[config.mk]
export PLATFORM = sky130hd
export DESIGN_NAME = serial_command_line_interpreter_flat
export DESIGN_NICKNAME = d
export VERILOG_FILES = /design/src/sv/scli_pkg.sv /design/src/sv/scli_rx_if.sv /design/src/sv/scli_rsp_if.sv /design/src/sv/serial_command_line_interpreter.sv /design/src/flat_wrapper.sv
export SDC_FILE = /design/constraint.sdc
export NUM_CORES = 1
export LEC_CHECK = 0
export ABC_AREA = 1
export BUFFER_PORTS_ARGS = -buffer_cell sky130_fd_sc_hd__buf_2
export CAP_MARGIN = 0
export CORE_MARGIN = 2
export CORE_UTILIZATION = 35
export CTS_BUF_LIST = sky130_fd_sc_hd__clkbuf_16
export DETAILED_ROUTE_END_ITERATION = 8
export PLACE_DENSITY = 0.61
export SYNTH_ARGS = -nofsm -noshare
export SYNTH_HDL_FRONTEND = slang
export SYNTH_SLANG_ARGS = --single-unit
[constraint.sdc]
create_clock -name clk_i -period 5.2 [get_ports clk_i]
set_input_delay 1.04 -clock clk_i [delete_from_list [all_inputs] [get_ports clk_i]]
set_output_delay 1.04 -clock clk_i [all_outputs]
set_load 0.1 [all_outputs]
[src/sv/scli_pkg.sv]
package scli_pkg;

  // Line buffer geometry: one slot is kept back, as in a C string buffer.
  localparam int unsigned LINE_BUFFER_LEN = 12;
  localparam int unsigned STORE_LIMIT     = LINE_BUFFER_LEN - 1;
  localparam int unsigned MAX_DIGITS      = STORE_LIMIT - 1;
  localparam int unsigned FILL_W          = $clog2(STORE_LIMIT + 1);
  localparam int unsigned IDX_W           = $clog2(STORE_LIMIT);
  localparam int unsigned DIGIT_CNT_W     = $clog2(MAX_DIGITS + 1);

  localparam logic [31:0] ALIGN_MASK      = 32'h0000_0003;
  localparam logic [3:0]  HEX_LETTER_BASE = 4'hA;

  // Response codes.
  localparam logic [3:0] RC_ADDR    = 4'd0;
  localparam logic [3:0] RC_LEN     = 4'd1;
  localparam logic [3:0] RC_BIN     = 4'd2;
  localparam logic [3:0] RC_HEX     = 4'd3;
  localparam logic [3:0] RC_LE      = 4'd4;
  localparam logic [3:0] RC_BE      = 4'd5;
  localparam logic [3:0] RC_STATS   = 4'd6;
  localparam logic [3:0] RC_START   = 4'd7;
  localparam logic [3:0] RC_UNKNOWN = 4'd8;

  // Control characters.
  localparam logic [7:0] CH_TAB = 8'h09;
  localparam logic [7:0] CH_LF  = 8'h0A;
  localparam logic [7:0] CH_CR  = 8'h0D;
  localparam logic [7:0] CH_NUL = 8'h00;

  // Decoded hex character.
  typedef struct packed {
    logic       valid;
    logic [3:0] digit;
  } hex_digit_t;

  // Maps one ASCII character to its hex digit value.
  function automatic hex_digit_t hex_digit(input logic [7:0] c);
    hex_digit_t r;
    r.valid = 1'b1;
    r.digit = 4'h0;
    if (c >= "0" && c <= "9") begin
      r.digit = 4'(c - "0");
    end else if (c >= "a" && c <= "f") begin
      r.digit = 4'(c - "a") + HEX_LETTER_BASE;
    end else if (c >= "A" && c <= "F") begin
      r.digit = 4'(c - "A") + HEX_LETTER_BASE;
    end else begin
      r.valid = 1'b0;
    end
    return r;
  endfunction

endpackage

[src/sv/scli_rx_if.sv]
interface scli_rx_if;
  logic       valid;
  logic       ready;
  logic [7:0] rx_byte;

  modport source (output valid, output rx_byte, input ready);
  modport sink   (input valid, input rx_byte, output ready);
endinterface

[src/sv/scli_rsp_if.sv]
interface scli_rsp_if;
  logic        valid;
  logic        ready;
  logic [3:0]  response_code;
  logic [31:0] parsed_value;
  logic [31:0] start_address;
  logic [31:0] readout_length;
  logic        hex_output;
  logic        little_endian;
  logic        readout_active;

  modport source (output valid, output response_code, output parsed_value,
                  output start_address, output readout_length, output hex_output,
                  output little_endian, output readout_active, input ready);
  modport sink   (input valid, input response_code, input parsed_value,
                  input start_address, input readout_length, input hex_output,
                  input little_endian, input readout_active, output ready);
endinterface

[src/sv/serial_command_line_interpreter.sv]
// Serial command line interpreter.
// rx_i carries received characters, one per transaction. Tab is dropped,
// carriage return or line feed ends a command, and other characters are
// stored in an eleven-byte line buffer (extra characters are lost).
// rsp_o carries one response per non-empty command: the response code, the
// aligned value of an address or length command, and the current settings.
// A plain character is stored as it is taken and rx_i stays ready in the idle state.
// At a delimiter the first buffered character is decoded. Address and length
// commands then walk the buffer one hex digit per cycle through a nibble
// shift register (up to ten digits) before the response is loaded; other
// commands go straight to the response load. rx_i is not ready during that time.
// A waiting response sits in the output register; if rsp_o is stalled when
// the next command finishes, that command holds until the response is taken.
// Reset (rst_ni, asynchronous, active low) clears the line buffer, all
// settings and the output valid.
module serial_command_line_interpreter (
  input  logic             clk_i,
  input  logic             rst_ni,
  scli_rx_if.sink          rx_i,
  scli_rsp_if.source       rsp_o
);

  localparam logic [1:0] StIdle = 2'd0;
  localparam logic [1:0] StWalk = 2'd1;
  localparam logic [1:0] StEmit = 2'd2;

  logic [1:0]                          state_q, state_d;
  logic [7:0]                          buf_q [scli_pkg::STORE_LIMIT];
  logic [7:0]                          buf_d [scli_pkg::STORE_LIMIT];
  logic [scli_pkg::FILL_W-1:0]         fill_q, fill_d;
  logic [scli_pkg::DIGIT_CNT_W-1:0]    cnt_q, cnt_d;
  logic [7:0]                          cmd_q, cmd_d;
  logic [31:0]                         value_q, value_d;
  logic [31:0]                         addr_q, addr_d;
  logic [31:0]                         len_q, len_d;
  logic                                hex_q, hex_d;
  logic                                endian_q, endian_d;
  logic                                active_q, active_d;
  logic                                out_valid_q, out_valid_d;
  logic [3:0]                          code_q, code_d;
  logic [31:0]                         pval_q, pval_d;
  logic                                rx_fire;
  logic                                slot_free;
  scli_pkg::hex_digit_t                next_digit;
  logic [31:0]                         len_round;

  assign rx_i.ready = (state_q == StIdle);
  assign rx_fire    = rx_i.valid && rx_i.ready;
  assign slot_free  = !out_valid_q || rsp_o.ready;
  assign next_digit = scli_pkg::hex_digit(buf_q[1]);
  assign len_round  = (value_q + scli_pkg::ALIGN_MASK) & ~scli_pkg::ALIGN_MASK;

  // Command sequencer: buffer fill, digit walk and response load.
  always_comb begin
    state_d     = state_q;
    buf_d       = buf_q;
    fill_d      = fill_q;
    cnt_d       = cnt_q;
    cmd_d       = cmd_q;
    value_d     = value_q;
    addr_d      = addr_q;
    len_d       = len_q;
    hex_d       = hex_q;
    endian_d    = endian_q;
    active_d    = active_q;
    out_valid_d = out_valid_q && !rsp_o.ready;
    code_d      = code_q;
    pval_d      = pval_q;

    unique case (state_q)
      StIdle: begin
        if (rx_fire) begin
          if (rx_i.rx_byte == scli_pkg::CH_CR || rx_i.rx_byte == scli_pkg::CH_LF) begin
            cmd_d   = buf_q[0];
            value_d = '0;
            cnt_d   = '0;
            if (buf_q[0] == scli_pkg::CH_NUL) begin
              // Empty command: nothing to report, just clear the line.
              for (int i = 0; i < scli_pkg::STORE_LIMIT; i++) buf_d[i] = '0;
              fill_d = '0;
            end else if (buf_q[0] == "a" || buf_q[0] == "A" ||
                         buf_q[0] == "l" || buf_q[0] == "L") begin
              state_d = StWalk;
            end else begin
              state_d = StEmit;
            end
          end else if (rx_i.rx_byte != scli_pkg::CH_TAB &&
                       fill_q < scli_pkg::FILL_W'(scli_pkg::STORE_LIMIT)) begin
            buf_d[fill_q[scli_pkg::IDX_W-1:0]] = rx_i.rx_byte;
            fill_d = fill_q + 1'b1;
          end
        end
      end
      StWalk: begin
        // One hex digit per cycle; the buffer shifts down under slot one.
        if (cnt_q == scli_pkg::DIGIT_CNT_W'(scli_pkg::MAX_DIGITS) || !next_digit.valid) begin
          state_d = StEmit;
        end else begin
          value_d = {value_q[27:0], next_digit.digit};
          for (int i = 0; i < scli_pkg::STORE_LIMIT - 1; i++) buf_d[i] = buf_q[i+1];
          buf_d[scli_pkg::STORE_LIMIT-1] = '0;
          cnt_d = cnt_q + 1'b1;
        end
      end
      StEmit: begin
        // Update the settings together with the response register.
        if (slot_free) begin
          out_valid_d = 1'b1;
          pval_d      = '0;
          unique case (cmd_q)
            "a", "A": begin
              addr_d = value_q & ~scli_pkg::ALIGN_MASK;
              pval_d = value_q & ~scli_pkg::ALIGN_MASK;
              code_d = scli_pkg::RC_ADDR;
            end
            "l", "L": begin
              len_d  = len_round;
              pval_d = len_round;
              code_d = scli_pkg::RC_LEN;
            end
            "b", "B": begin
              hex_d  = 1'b0;
              code_d = scli_pkg::RC_BIN;
            end
            "h", "H": begin
              hex_d  = 1'b1;
              code_d = scli_pkg::RC_HEX;
            end
            "e": begin
              endian_d = 1'b1;
              code_d   = scli_pkg::RC_LE;
            end
            "E": begin
              endian_d = 1'b0;
              code_d   = scli_pkg::RC_BE;
            end
            "p", "P": code_d = scli_pkg::RC_STATS;
            "s", "S": begin
              active_d = 1'b1;
              code_d   = scli_pkg::RC_START;
            end
            default: code_d = scli_pkg::RC_UNKNOWN;
          endcase
          for (int i = 0; i < scli_pkg::STORE_LIMIT; i++) buf_d[i] = '0;
          fill_d  = '0;
          state_d = StIdle;
        end
      end
      default: state_d = StIdle;
    endcase
  end

  // Control state and settings.
  always_ff @(posedge clk_i or negedge rst_ni) begin
    if (!rst_ni) begin
      state_q     <= StIdle;
      fill_q      <= '0;
      cnt_q       <= '0;
      addr_q      <= '0;
      len_q       <= '0;
      hex_q       <= 1'b0;
      endian_q    <= 1'b0;
      active_q    <= 1'b0;
      out_valid_q <= 1'b0;
      for (int i = 0; i < scli_pkg::STORE_LIMIT; i++) buf_q[i] <= '0;
    end else begin
      state_q     <= state_d;
      fill_q      <= fill_d;
      cnt_q       <= cnt_d;
      addr_q      <= addr_d;
      len_q       <= len_d;
      hex_q       <= hex_d;
      endian_q    <= endian_d;
      active_q    <= active_d;
      out_valid_q <= out_valid_d;
      buf_q       <= buf_d;
    end
  end

  // Payload registers.
  always_ff @(posedge clk_i) begin
    cmd_q   <= cmd_d;
    value_q <= value_d;
    code_q  <= code_d;
    pval_q  <= pval_d;
  end

  assign rsp_o.valid          = out_valid_q;
  assign rsp_o.response_code  = code_q;
  assign rsp_o.parsed_value   = pval_q;
  assign rsp_o.start_address  = addr_q;
  assign rsp_o.readout_length = len_q;
  assign rsp_o.hex_output     = hex_q;
  assign rsp_o.little_endian  = endian_q;
  assign rsp_o.readout_active = active_q;

  // Fill count never passes the store limit.
  a_fill_bound: assert property (@(posedge clk_i) disable iff (!rst_ni)
    fill_q <= scli_pkg::FILL_W'(scli_pkg::STORE_LIMIT))
    else $error("line buffer fill count out of range");

  // Stored address and length stay word aligned.
  a_aligned: assert property (@(posedge clk_i) disable iff (!rst_ni)
    addr_q[1:0] == 2'b00 && len_q[1:0] == 2'b00)
    else $error("address or length not aligned");

  // An address response carries the address just stored.
  a_addr_echo: assert property (@(posedge clk_i) disable iff (!rst_ni)
    (out_valid_q && code_q == scli_pkg::RC_ADDR) |-> pval_q == addr_q)
    else $error("address response does not match stored address");

  // The digit walk never exceeds the digit slots of the buffer.
  a_walk_bound: assert property (@(posedge clk_i) disable iff (!rst_ni)
    state_q == StWalk |-> cnt_q <= scli_pkg::DIGIT_CNT_W'(scli_pkg::MAX_DIGITS))
    else $error("digit walk ran past the buffer");

  // A new response is loaded only into a free output slot.
  a_no_overwrite: assert property (@(posedge clk_i) disable iff (!rst_ni)
    (out_valid_q && !rsp_o.ready) |=> (out_valid_q && $stable(code_q) && $stable(pval_q)))
    else $error("pending response was overwritten");

endmodule
[src/flat_wrapper.sv]
// flat-port wrapper written by rule: the top's interface ports become plain ports
module serial_command_line_interpreter_flat 
  (clk_i, rst_ni, rx_i_valid, rx_i_rx_byte, rx_i_ready, rsp_o_valid, rsp_o_response_code, rsp_o_parsed_value, rsp_o_start_address, rsp_o_readout_length, rsp_o_hex_output, rsp_o_little_endian, rsp_o_readout_active, rsp_o_ready);
  scli_rx_if rx_i_i ();
  scli_rsp_if rsp_o_i ();
  input  logic clk_i;
  input  logic rst_ni;
  input wire logic [$bits(rx_i_i.valid)-1:0] rx_i_valid;
  input wire logic [$bits(rx_i_i.rx_byte)-1:0] rx_i_rx_byte;
  output wire logic [$bits(rx_i_i.ready)-1:0] rx_i_ready;
  output wire logic [$bits(rsp_o_i.valid)-1:0] rsp_o_valid;
  output wire logic [$bits(rsp_o_i.response_code)-1:0] rsp_o_response_code;
  output wire logic [$bits(rsp_o_i.parsed_value)-1:0] rsp_o_parsed_value;
  output wire logic [$bits(rsp_o_i.start_address)-1:0] rsp_o_start_address;
  output wire logic [$bits(rsp_o_i.readout_length)-1:0] rsp_o_readout_length;
  output wire logic [$bits(rsp_o_i.hex_output)-1:0] rsp_o_hex_output;
  output wire logic [$bits(rsp_o_i.little_endian)-1:0] rsp_o_little_endian;
  output wire logic [$bits(rsp_o_i.readout_active)-1:0] rsp_o_readout_active;
  input wire logic [$bits(rsp_o_i.ready)-1:0] rsp_o_ready;
  assign rx_i_i.valid = rx_i_valid;
  assign rx_i_i.rx_byte = rx_i_rx_byte;
  assign rx_i_ready = rx_i_i.ready;
  assign rsp_o_valid = rsp_o_i.valid;
  assign rsp_o_response_code = rsp_o_i.response_code;
  assign rsp_o_parsed_value = rsp_o_i.parsed_value;
  assign rsp_o_start_address = rsp_o_i.start_address;
  assign rsp_o_readout_length = rsp_o_i.readout_length;
  assign rsp_o_hex_output = rsp_o_i.hex_output;
  assign rsp_o_little_endian = rsp_o_i.little_endian;
  assign rsp_o_readout_active = rsp_o_i.readout_active;
  assign rsp_o_i.ready = rsp_o_ready;
  serial_command_line_interpreter u_core (.clk_i(clk_i), .rst_ni(rst_ni), .rx_i(rx_i_i), .rsp_o(rsp_o_i));
endmodule
==> flow_summary_export.csv <==
group,metric,value,unit
route,avgRoutedWirePerCell,16.1,µm
final_layout,layout-drive-gt1-share,9.59,%
timing,rsz0062_at_grt,"false",
critical_path,cp_max_fo,89,
timing,setup_slack,1970,ps
status,status,"completed",
route,dr.pass1.iters,6,
clocking,cts_root_buffer,"clkbuf_16",
placement,placedCellCount,2379,
clocking,ctsResizeCount,0,
timing,relSlewSlack,19.4,%
die,std_cell_rows,71,
min_path,whs_endpoint,"u_core.rsp_o.readout_active",
global_routing,antenna_found_initial,0,
timing,hold_viol,0,
yosys,synth_top_family_by_area,"simple AND/OR/NAND/NOR gates",
pwr,p_total,7.40,mW
pwr,pwr-share-seq,34.2,%
clocking,cts_tree,"done",
run,max_cap_viol_count,0,
pwr,switchingPower,3.42,mW
placement,io_buffers,110,
yosys,synth-async-reset-ratio,68.6,%
placement,place_hpwl,24700,µm
final_layout,n_antenna_cell,0,
timing,setup_viol,0,
yosys,synth_commonest_cells,"nand2_1, inv_1, nand3_1",
final_layout,area_growth,13.1,%
critical_path,r2r_start,"u_core.buf_q[72]",
yosys,ys_top_cells_by_area,"dfrtp_1, nand2_1, edfxtp_1",
yosys,synth_simple_gate_area_share,36.3,%
final_layout,fillCellCount,3962,
min_path,min_path_type,"flip-flop to flip-flop",
clocking,cts_buffers,27,
route,postRouteAntennaNets,0,
clocking,cts.clk_slew.worst_paths,60,ps
timing,final_max_slew_viol_count,0,
final_layout,final_util,40.1,%
global_routing,grt_pass1_vias,11800,
global_routing,grt_usage,19.8,%
pwr,leakage,8.02,nW
yosys,yosys_warnings,0,
min_path,min_path_cells,1,
route,vias_per_cell,5.08,
critical_path,setup.worst_path.start,"u_core.buf_q[72]",
yosys,yosys.area_share.adder,1.22,%
yosys,syn_inst,1855,
placement,place.gp.congestion,0.900,
yosys,yosysTopAreaCell,"dfrtp_1",
placement,place_area,14200,µm²
global_routing,grt_max_degree,101,
timing,whs,467,ps
yosys,synth_compound_area_share,5.29,%
critical_path,startpoint_type,"flip-flop",
placement,pre_cts_ws,1580,ps
yosys,synthXorXnorAreaFrac,0.524,%
global_routing,overflow,0,
clocking,postCtsHoldBufs,0,
die,die_h,199,µm
yosys,syn_area,13400,µm²
timing,post-route-min-period,3230,ps
yosys,ys.flop_type,"dfrtp_1",
clocking,clock-sinks,236,
route,wl,39200,µm
clocking,h-tree-depth,1,
critical_path,r2r_cells,13,
timing,fmax,0.310,GHz
critical_path,critical_path_class,"flip-flop to flip-flop",
die,core,37700,µm²
pwr,powerDensity,490,nW/µm²
pwr,max-vdd-ir-drop,0.282,mV
clocking,cts.path.max_buffers,3,
timing,fin_crit_sh,62.0,%
critical_path,rr_endpoint,"u_core.buf_q[45]",
die,initial_core_util,35.5,%
route,drc,0,
final_layout,fin_cells,2430,
timing,tightestPinTransition,1210,ps
final_layout,final_cell_area,15100,µm²
yosys,synthDistinctLibCells,36,
die,ios,117,
final_layout,nNetsFinal,1923,
critical_path,crit_path_end_kind,"flip-flop",
route,vias,12300,
yosys,yosysMostFrequentCell,"nand2_1",
pwr,clkPwrFrac,25.8,%
yosys,ys_ff_latch,236,
yosys,yosysSeqAreaShare,46.9,%
timing,finalSetupTns,0,ps
critical_path,required,5650,ps
critical_path,arrival,3670,ps
yosys,synth_edf_count,74,
timing,finClkSkew,22.6,ps
yosys,avgSynthCellArea,7.21,µm²
global_routing,grt_pass1_wl,63800,µm
pwr,p_int,3.98,mW
die,fp.dieW,199,µm
critical_path,r2r_slack,1970,ps
yosys,yosysTopAreaCellShare,30.3,%
die,dieArea,39800,µm²
route,drt_iter0_drc,1204,
pwr,p_comb_share,39.9,%
yosys,muxShareOfSynthArea,0.0749,%
clocking,worstSkewPairLatency,560,ps
pwr,switching_share,46.2,%
min_path,hp-start,"u_core.rsp_o.readout_active",
clocking,postCtsSetupBuffers,0,
-- logic make-up after synthesis --
| kind of cell | count (synthesis) |
|---|---|
| AND/OR/NAND/NOR | 1139 |
| adder cells (fa/ha/maj) | 13 |
| flip-flops | 236 |
| AO/OA/AOI/OAI | 135 |
| multiplexers | 1 |
| XOR/XNOR | 8 |
| other | 1 |
| buffers and inverters | 322 |
-- layout make-up --
class                           instances  area, µm²  share of cell area, %
Timing Repair Buffer                  126        697                   4.61
Multi-Input combinational cell       1302       5850                   38.7
Inverter                              205        771                   5.10
Sequential cell                       236       6280                   41.5
Clock buffer                           29        726                   4.80
Clock inverter                         21        158                   1.04
Tap cell                              511        639                   4.23
-- worst max-delay path: stages, from the launching register on --
cell	delay (ps)
dfrtp_1	440
inv_1	180
ha_1	200
o21ai_0	80
nand2_1	100
nand2_2	100
nand2_1	140
nand2_1	80
nand2_2	90
buf_4	820
nand3_2	160
buf_4	400
nand2_1	150
nand2_1	60
-- flip-flops by register name (all words and copies together), names as in the netlist --
name	flops
u_core.fill_q	4
u_core.cmd_q	8
u_core.rsp_o.parsed_value	30
u_core.rsp_o.hex_output	1
u_core.rsp_o.readout_length	30
u_core.state_q	2
u_core.rsp_o.response_code	4
u_core.buf_q	88
u_core.rsp_o.valid	1
u_core.rsp_o.little_endian	1
u_core.rsp_o.readout_active	1
u_core.cnt_q	4
u_core.value_q	32
u_core.rsp_o.start_address	30
-- layout by cell type (no fill, tap or decap), types with 2 or more instances in the layout --
cell	netlist	layout
a21oi_1	7	7
buf_2	27	109
buf_4	9	14
bufinv_16	0	2
clkbuf_16	0	29
clkinv_1	0	8
clkinv_2	0	5
conb_1	1	6
dfrtp_1	162	162
edfxtp_1	74	74
ha_1	13	13
inv_1	197	202
inv_2	8	7
nand2_1	736	734
nand2_2	2	4
nand3_1	197	197
nand3b_1	4	4
nand4_1	97	97
nor2_1	79	78
nor2_2	2	2
nor2_4	2	3
nor3_1	16	16
o21ai_0	110	110
o22ai_1	12	12
xor2_1	7	7
-- power groups by stage --
stage | clock, mW | sequential [mW] | combinational [mW]
6_report | 1.91 | 2.54 | 2.96
5_1_grt | 2.02 | 2.58 | 3.23
4_1_cts | 1.95 | 2.53 | 2.94
3_5_place_dp | 0 | 2.56 | 2.94
3_3_place_gp | 0 | 2.55 | 2.91
2_1_floorplan | 0 | 3.40 | 1.48
-- how the worst max path moves through the flow --
stage	to	slack, ps	cells after the start
after detailed placement	u_core.value_q[28]	1580	11
final	u_core.buf_q[45]	1970	13
after global placement	u_core.buf_q[32]	1630	11
after floorplan	u_core.rsp_o.readout_length[11]	1370	8
after CTS	u_core.rsp_o.readout_length[5]	2040	10
after global routing	u_core.rsp_o.readout_length[7]	1630	9
-- metal layers --
metal / vias up / wire, µm / global-route usage, % / part of all wire (%)
met4: 0 / 938 / 5.49 / 2.4
li1: 6043 / - / - / -
met2: 423 / 18300 / 33.2 / 47
met3: 56 / 2180 / 2.01 / 5.6
met5: - / 0 / 0 / 0
met1: 5817 / 17700 / 27.4 / 45
(Power assumes the default switching activity.)
